--- src/ctp_pkg.sv ---
package ctp_pkg;

  // Field widths
  localparam int CAP_W   = 11;
  localparam int PCAP_W  = 12;
  localparam int SOC_W   = 7;
  localparam int MIN_W   = 16;

  // Curve and datapath widths
  localparam int SEC_W   = 3;
  localparam int LEN_W   = 5;
  localparam int PWR_W   = 9;
  localparam int SP_W    = 14;
  localparam int PSUM_W  = 15;
  localparam int DL_W    = 11;
  localparam int DEN_W   = 21;
  localparam int NUM_W   = 38;
  localparam int QUO_W   = 26;
  localparam int TOT_W   = 28;
  localparam int CNT_W   = 6;
  localparam int FRAC_W  = 16;

  localparam logic [CNT_W-1:0]  DIV_STEPS   = CNT_W'(NUM_W);
  localparam logic [SOC_W-1:0]  SOC_MAX     = 7'd100;
  localparam logic [SEC_W-1:0]  LAST_SEC    = 3'd5;
  localparam logic [MIN_W-1:0]  MIN_SAT     = 16'hFFFF;

  typedef enum logic [2:0] {
    ST_IDLE,
    ST_SETUP,
    ST_LOAD,
    ST_DIV,
    ST_DONE
  } ctp_state_t;

  // Request into the bit-serial divider
  typedef struct packed {
    logic               start;
    logic [NUM_W-1:0]   dividend;
    logic [DEN_W-1:0]   divisor;
  } div_req_t;

  // State of charge at each curve point
  function automatic logic [SOC_W-1:0] curve_soc(input logic [SEC_W-1:0] i);
    logic [SOC_W-1:0] v;
    case (i)
      3'd0:    v = 7'd0;
      3'd1:    v = 7'd30;
      3'd2:    v = 7'd55;
      3'd3:    v = 7'd76;
      3'd4:    v = 7'd81;
      3'd5:    v = 7'd91;
      default: v = 7'd100;
    endcase
    return v;
  endfunction

  // Charge power at each curve point, 0.1 kW
  function automatic logic [PWR_W-1:0] curve_pwr(input logic [SEC_W-1:0] i);
    logic [PWR_W-1:0] v;
    case (i)
      3'd0:    v = 9'd300;
      3'd1:    v = 9'd325;
      3'd2:    v = 9'd265;
      3'd3:    v = 9'd185;
      3'd4:    v = 9'd110;
      3'd5:    v = 9'd65;
      default: v = 9'd30;
    endcase
    return v;
  endfunction

  // Section holding soc: soc in (point[i], point[i+1]], soc 0 in section 0
  function automatic logic [SEC_W-1:0] section_of(input logic [SOC_W-1:0] soc);
    logic [SEC_W-1:0] s;
    logic             found;
    s     = LAST_SEC;
    found = 1'b0;
    for (int i = 0; i < 6; i++) begin
      if (!found && soc <= curve_soc(SEC_W'(i + 1))) begin
        s     = SEC_W'(i);
        found = 1'b1;
      end
    end
    return s;
  endfunction

  // Section length in percent
  function automatic logic [LEN_W-1:0] sec_len(input logic [SEC_W-1:0] s);
    return LEN_W'(curve_soc(s + 3'd1) - curve_soc(s));
  endfunction

  // Power at soc inside section s, scaled by the section length, floored at zero, capped
  function automatic logic [SP_W-1:0] scaled_power(input logic [SEC_W-1:0]  s,
                                                   input logic [SOC_W-1:0]  soc,
                                                   input logic [PCAP_W-1:0] cap);
    logic [LEN_W-1:0]          len;
    logic [LEN_W-1:0]          off;
    logic [SP_W-1:0]           base;
    logic signed [PWR_W:0]     dp;
    logic signed [16:0]        p;
    logic [PCAP_W+LEN_W-1:0]   capl;
    logic [SP_W-1:0]           pl;
    len  = sec_len(s);
    off  = LEN_W'(soc - curve_soc(s));
    base = SP_W'(curve_pwr(s) * len);
    dp   = $signed({1'b0, curve_pwr(s + 3'd1)}) - $signed({1'b0, curve_pwr(s)});
    p    = $signed({3'b000, base}) + 17'(dp * $signed({1'b0, off}));
    pl   = p[16] ? '0 : SP_W'(p);
    capl = (PCAP_W + LEN_W)'(cap * len);
    if (cap != '0 && (PCAP_W + LEN_W)'(pl) > capl) begin
      pl = SP_W'(capl);
    end
    return pl;
  endfunction

endpackage

--- src/charge_time_predictor.sv ---
// Channel | Direction | Handshake           | Payload
// in      | input     | in_valid/in_ready   | capacity_dkwh, power_cap_dkw, start_soc, target_soc
// out     | output    | out_valid/out_ready | charge_minutes
//
// One transaction at a time. Zero capacity or target not above start: the request
// goes straight to the done state. Otherwise each curve section touched (1 to 6)
// passes through setup, load, 38 bit-serial divider steps and accumulate, in that
// order, before the done state registers the result.
// Reset is synchronous, active low, and clears the controller and output valid.
// A stalled result waits in the output register; the next transaction may be
// accepted meanwhile, but its result waits until the register frees up.
module charge_time_predictor import ctp_pkg::*; (
  input  logic              clk,
  input  logic              rst_n,
  input  logic              in_valid,
  output logic              in_ready,
  input  logic [CAP_W-1:0]  in_capacity_dkwh,
  input  logic [PCAP_W-1:0] in_power_cap_dkw,
  input  logic [SOC_W-1:0]  in_start_soc,
  input  logic [SOC_W-1:0]  in_target_soc,
  output logic              out_valid,
  input  logic              out_ready,
  output logic [MIN_W-1:0]  out_charge_minutes
);

  ctp_state_t         state_r, state_nxt;
  logic [CAP_W-1:0]   cap_r, cap_nxt;
  logic [PCAP_W-1:0]  pcap_r, pcap_nxt;
  logic [SOC_W-1:0]   from_r, from_nxt;
  logic [SOC_W-1:0]   to_r, to_nxt;
  logic [SEC_W-1:0]   s_r, s_nxt;
  logic [SEC_W-1:0]   fs_r, fs_nxt;
  logic [SEC_W-1:0]   ts_r, ts_nxt;
  logic [PSUM_W-1:0]  psum_r, psum_nxt;
  logic [DL_W-1:0]    dl_r, dl_nxt;
  logic [TOT_W-1:0]   total_r, total_nxt;
  logic               out_valid_r, out_valid_nxt;
  logic [MIN_W-1:0]   minutes_r, minutes_nxt;

  logic [SOC_W-1:0]   from_sat, to_sat;
  logic [SOC_W-1:0]   s1, s2;
  logic [LEN_W-1:0]   len;
  logic [LEN_W-1:0]   dsoc;
  logic [DEN_W-1:0]   den;
  logic [NUM_W-1:0]   num;
  logic [TOT_W+5:0]   t60;
  logic [TOT_W+5-FRAC_W:0] mins;
  div_req_t           div_req;
  logic               div_done;
  logic [QUO_W-1:0]   div_q;

  ctp_div u_div (
    .clk      (clk),
    .rst_n    (rst_n),
    .req      (div_req),
    .done     (div_done),
    .quotient (div_q)
  );

  // Saturate the state of charge inputs to 100
  assign from_sat = (in_start_soc > SOC_MAX) ? SOC_MAX : in_start_soc;
  assign to_sat   = (in_target_soc > SOC_MAX) ? SOC_MAX : in_target_soc;

  // Ends of the covered part of the current section
  assign s1   = (s_r == fs_r) ? from_r : curve_soc(s_r);
  assign s2   = (s_r == ts_r) ? to_r : curve_soc(s_r + 3'd1);
  assign len  = sec_len(s_r);
  assign dsoc = LEN_W'(s2 - s1);

  // Division operands: energy term over 100 * power sum, rounded to nearest
  assign den = DEN_W'(psum_r * 7'd100);
  assign num = {22'(cap_r * dl_r), {FRAC_W{1'b0}}} + NUM_W'(den >> 1);

  // Minutes = ceil(total * 60 / 2^16), saturated
  assign t60  = {total_r, 6'b0} - {4'b0, total_r, 2'b0};
  assign mins = (TOT_W + 5 - FRAC_W + 1)'((t60 + 34'(16'hFFFF)) >> FRAC_W);

  always_ff @(posedge clk) begin
    if (!rst_n) begin
      state_r     <= ST_IDLE;
      out_valid_r <= 1'b0;
    end else begin
      state_r     <= state_nxt;
      out_valid_r <= out_valid_nxt;
    end
  end

  always_ff @(posedge clk) begin
    cap_r     <= cap_nxt;
    pcap_r    <= pcap_nxt;
    from_r    <= from_nxt;
    to_r      <= to_nxt;
    s_r       <= s_nxt;
    fs_r      <= fs_nxt;
    ts_r      <= ts_nxt;
    psum_r    <= psum_nxt;
    dl_r      <= dl_nxt;
    total_r   <= total_nxt;
    minutes_r <= minutes_nxt;
  end

  // Next state and datapath control
  always_comb begin
    state_nxt        = state_r;
    cap_nxt          = cap_r;
    pcap_nxt         = pcap_r;
    from_nxt         = from_r;
    to_nxt           = to_r;
    s_nxt            = s_r;
    fs_nxt           = fs_r;
    ts_nxt           = ts_r;
    psum_nxt         = psum_r;
    dl_nxt           = dl_r;
    total_nxt        = total_r;
    minutes_nxt      = minutes_r;
    out_valid_nxt    = out_valid_r & ~out_ready;
    div_req.start    = 1'b0;
    div_req.dividend = num;
    div_req.divisor  = den;
    in_ready         = (state_r == ST_IDLE);
    case (state_r)
      ST_IDLE: begin
        if (in_valid) begin
          cap_nxt   = in_capacity_dkwh;
          pcap_nxt  = in_power_cap_dkw;
          from_nxt  = from_sat;
          to_nxt    = to_sat;
          fs_nxt    = section_of(from_sat);
          ts_nxt    = section_of(to_sat);
          s_nxt     = section_of(from_sat);
          total_nxt = '0;
          if (in_capacity_dkwh == '0 || to_sat <= from_sat) begin
            state_nxt = ST_DONE;
          end else begin
            state_nxt = ST_SETUP;
          end
        end
      end
      ST_SETUP: begin
        // Interpolated, capped powers at both ends of the part
        psum_nxt  = PSUM_W'(scaled_power(s_r, s1, pcap_r))
                  + PSUM_W'(scaled_power(s_r, s2, pcap_r));
        dl_nxt    = DL_W'({(DL_W-1)'(dsoc * len), 1'b0});
        state_nxt = ST_LOAD;
      end
      ST_LOAD: begin
        div_req.start = 1'b1;
        state_nxt     = ST_DIV;
      end
      ST_DIV: begin
        if (div_done) begin
          total_nxt = total_r + TOT_W'(div_q);
          if (s_r == ts_r) begin
            state_nxt = ST_DONE;
          end else begin
            s_nxt     = s_r + 3'd1;
            state_nxt = ST_SETUP;
          end
        end
      end
      ST_DONE: begin
        // Hold until the output register is free
        if (!out_valid_r || out_ready) begin
          minutes_nxt   = (mins > (TOT_W + 5 - FRAC_W + 1)'(MIN_SAT)) ? MIN_SAT
                                                                      : MIN_W'(mins);
          out_valid_nxt = 1'b1;
          state_nxt     = ST_IDLE;
        end
      end
      default: begin
        state_nxt = ST_IDLE;
      end
    endcase
  end

  assign out_valid          = out_valid_r;
  assign out_charge_minutes = minutes_r;

`ifndef SYNTHESIS
  a_zero_cap_direct: assert property (@(posedge clk) disable iff (!rst_n)
    (in_valid && in_ready && in_capacity_dkwh == '0) |=> (state_r == ST_DONE))
    else $error("zero capacity did not skip the sections");

  a_div_done_in_div: assert property (@(posedge clk) disable iff (!rst_n)
    div_done |-> (state_r == ST_DIV))
    else $error("divider finished outside the divide state");

  a_section_range: assert property (@(posedge clk) disable iff (!rst_n)
    (state_r == ST_SETUP) |-> (s_r >= fs_r && s_r <= ts_r))
    else $error("section index out of the covered range");

  a_result_ends_work: assert property (@(posedge clk) disable iff (!rst_n)
    $rose(out_valid_r) |-> (state_r == ST_IDLE))
    else $error("result shown while work still in progress");
`endif

endmodule

--- src/ctp_div.sv ---
module ctp_div import ctp_pkg::*; (
  input  logic             clk,
  input  logic             rst_n,
  input  div_req_t         req,
  output logic             done,
  output logic [QUO_W-1:0] quotient
);

  logic [CNT_W-1:0] cnt_r, cnt_nxt;
  logic             done_r, done_nxt;
  logic [NUM_W-1:0] nq_r, nq_nxt;
  logic [DEN_W-1:0] rem_r, rem_nxt;
  logic [DEN_W-1:0] den_r, den_nxt;
  logic [DEN_W:0]   shifted;
  logic             ge;

  // One restoring step a cycle: dividend bits leave the top, quotient bits enter below
  always_comb begin
    shifted  = {rem_r, nq_r[NUM_W-1]};
    ge       = shifted >= {1'b0, den_r};
    cnt_nxt  = cnt_r;
    nq_nxt   = nq_r;
    rem_nxt  = rem_r;
    den_nxt  = den_r;
    done_nxt = 1'b0;
    if (req.start) begin
      cnt_nxt = DIV_STEPS;
      nq_nxt  = req.dividend;
      rem_nxt = '0;
      den_nxt = req.divisor;
    end else if (cnt_r != '0) begin
      cnt_nxt  = cnt_r - 1'b1;
      nq_nxt   = {nq_r[NUM_W-2:0], ge};
      rem_nxt  = ge ? DEN_W'(shifted - {1'b0, den_r}) : shifted[DEN_W-1:0];
      done_nxt = (cnt_r == CNT_W'(1));
    end
  end

  always_ff @(posedge clk) begin
    if (!rst_n) begin
      cnt_r  <= '0;
      done_r <= 1'b0;
    end else begin
      cnt_r  <= cnt_nxt;
      done_r <= done_nxt;
    end
  end

  always_ff @(posedge clk) begin
    nq_r  <= nq_nxt;
    rem_r <= rem_nxt;
    den_r <= den_nxt;
  end

  assign done     = done_r;
  assign quotient = nq_r[QUO_W-1:0];

endmodule

--- config.mk ---
export PLATFORM = sky130hd
export DESIGN_NAME = charge_time_predictor
export DESIGN_NICKNAME = d
export VERILOG_FILES = /design/src/ctp_pkg.sv /design/src/charge_time_predictor.sv /design/src/ctp_div.sv
export SDC_FILE = /design/constraint.sdc
export NUM_CORES = 1
export LEC_CHECK = 0
export ABC_CLOCK_PERIOD_IN_PS = 11900
export BUFFER_PORTS_ARGS = -buffer_cell sky130_fd_sc_hd__clkbuf_2
export CELL_PAD_IN_SITES_DETAIL_PLACEMENT = 1
export CELL_PAD_IN_SITES_GLOBAL_PLACEMENT = 2
export CORE_AREA = 2 2 317 240
export DETAILED_ROUTE_END_ITERATION = 6
export DIE_AREA = 0 0 319 242
export PLACE_DENSITY_LB_ADDON = 0.1
export SKIP_CTS_REPAIR_TIMING = 1
export SLEW_MARGIN = 25
export SYNTH_ARGS = -nofsm -noshare
export SYNTH_HDL_FRONTEND = slang
export SYNTH_SLANG_ARGS = --single-unit
--- constraint.sdc ---
create_clock -name clk -period 11.9 [get_ports clk]
set_input_delay 1.19 -clock clk [delete_from_list [all_inputs] [get_ports clk]]
set_output_delay 1.19 -clock clk [all_outputs]
set_load 0.01 [all_outputs]
==> flow_summary.toml <==
[logic_synthesis]
syn_area_per_cell_um2 = 9.02
ys_ff_latch = 200
synthCells = 3096
synth_top_family_by_area = "adder cells"
ys.flop_type = "edfxtp_1"
synth_xor_area_share_pct = 5.83
ys_seq_area_share_pct = 20.4
synth.mux.area_fraction_pct = 2.20
synth_area_um2 = 27900
ys_warn_count = 0
syn_nets = 3785
synthAdderAreaFrac_pct = 35.2
synth-async-reset-ratio_pct = 0
synth-compound-area-share_pct = 12.9
synth_cell_type_count = 97
synthSimpleGateAreaFrac_pct = 16.9
synth_edf_count = 168

[global_routing]
grt_use_total_pct = 21.5
grt_overflow_total = 0
antenna_found_initial = 1
grt_pass1_wl_um = 131000
grt_max_degree = 65
grt_pass1_vias = 23200

[route]
viasPerCell = 5.27
drt-pass1-iter-count = 5
wirelength_um = 82700
drt_iter0_markers = 986
num_vias = 22000
drt.antenna.violating_nets = 0
routedWlPerCell_um = 19.8
post-route-drc-count = 0

[floorplan]
start_util_pct = 37.5
die_area_um2 = 77200
row_count = 87
die_w_um = 319
pin_count = 59
dieHeight_um = 242
core_um2 = 74500

[placement]
dp_hpwl_um = 68900
placed_area_um2 = 29600
port_buffers = 58
globalplace.congestion = 0.902

[clock_tree]
cts.sinks = 200
root_buffer = "clkbuf_16"
cts_buffers = 17
clk_pin_slew_worst_paths_ps = 80
cts_tree = "done"
h-tree-depth = 4
cts_buffer_depth = 2
clock_latency_ps = 500

[critical_path]
crit_fanout = 6
crit_top_cell = "inv_1"
crit_type = "flip-flop to flip-flop"
end_kind = "flip-flop"
start_kind = "flip-flop"
critical_path.n_buffers_inverters = 9
arrival_ps = 11640
critical-path-max-stage-delay_ps = 560
cp.required_ps = 12150
crit_slowest_cell = "fa_1"
cp_top_family = "adder cells"

[finish]
fin_area_um2 = 30700
drive_above_1_share_pct = 10.1
final_common_cell = "ha_1"
final_nets = 3869
area_growth_pct = 10.1
mostFrequentLayoutCells = "ha_1 (407), inv_1 (395), nand2_1 (293)"

[job]
max_cap_viol_count = 0

[timing]
fin_crit_ps = 11390
finalHoldViolCount = 0
finalClockSkew_ps = 21.0
setup_violations = 0
final.period_utilization_pct = 95.7
finalMaxSlewViolations = 0
fmax_mhz = 87.8
max_slew.worst_pin.slew_ps = 969
max_slew_margin_pct = 34.9

[min_path]
hp-class = "flip-flop to flip-flop"

[status]
outcome = "finished, final reports clean"
[sequential cells by signal (all words and copies together) (netlist names), 11 cells and up]
signal and flops:
u_div.nq_r 38, cap_r 11, u_div.den_r 19, out_charge_minutes 16
u_div.rem_r 21, pcap_r 12, psum_r 15, total_r 28
[path summary, 6_finish.rpt]
| check | to | cells after the start | slack (ps) | startpoint |
|---|---|---|---|---|
| max | psum_r[13]$_DFFE_PP_ | 52 | 510 | s_r[0]$_DFFE_PP_ |
| min | u_div.rem_r[1]$_SDFFE_PP0N_ | 2 | 480 | u_div.rem_r[1]$_SDFFE_PP0N_ |
| max reg2reg | psum_r[13]$_DFFE_PP_ | 52 | 510 | s_r[0]$_DFFE_PP_ |
| min reg2reg | u_div.rem_r[1]$_SDFFE_PP0N_ | 2 | 480 | u_div.rem_r[1]$_SDFFE_PP0N_ |
[Yosys cell counts, types with 62 or more instances]
library cell    n  area share (%)
nor2_1        258             3.5
nand2_1       294             4.0
clkbuf_1       62            0.83
a21oi_1       158             2.8
nor3_1         63             1.1
xor2_1         72             2.3
fa_1          229              16
ha_1          419              19
and2_1         72             1.6
o21ai_0       115             2.1
inv_1         399             5.4
edfxtp_1      168              18
xnor2_1       112             3.5
[final cells by class]
| cell class | instances | area, µm² |
|---|---|---|
| Fill cell | 8651 | 43700 |
| Sequential cell | 200 | 5690 |
| Multi-Input combinational cell | 2415 | 20800 |
| Timing Repair Buffer | 146 | 963 |
| Clock inverter | 12 | 126 |
| Antenna cell | 2 | 5.00 |
| Clock buffer | 20 | 457 |
| Inverter | 400 | 1500 |
| Tap cell | 979 | 1220 |
[kinds of logic after synthesis]
family,Yosys count
fa+ha+maj,648
mux,55
flops,200
simple gates,979
xor+xnor,185
buf+inv,481
compound gates,548
[tightest hold or removal path: cells and delay by family, from the launching register on]
family          cells  cell delay (ps)
simple gates        1               50
compound gates      1               50
flops               1              330
[stage by stage]
stage | instances | worst slack (ps) | TNS (ps) | hold slack, ps | utilization, %
global route | 4172 | -44.1 | -90.1 | 507 | 41.3
floorplan | 3096 | 26.9 | 0 | 445 | -
CTS | 4150 | -339 | -1200 | 485 | 40.6
detailed placement | 4118 | -275 | -881 | 471 | 39.8
global placement | 4118 | 179 | 0 | 459 | 39.8
finish | 4174 | 508 | 0 | 480 | 41.3
[per-layer routing]
| metal | GRT usage (%) | share of wire, % | up-vias |
|---|---|---|---|
| met5 | 0 | 0 | - |
| met4 | 4.15 | 1.3 | 0 |
| met3 | 3.28 | 3.6 | 63 |
| met2 | 34.8 | 46 | 273 |
| met1 | 30.5 | 50 | 11000 |
| li1 | - | - | 10700 |
Power is not shown: default switching activity piles up to over one toggle a cycle in this logic, so the estimate is an artifact.
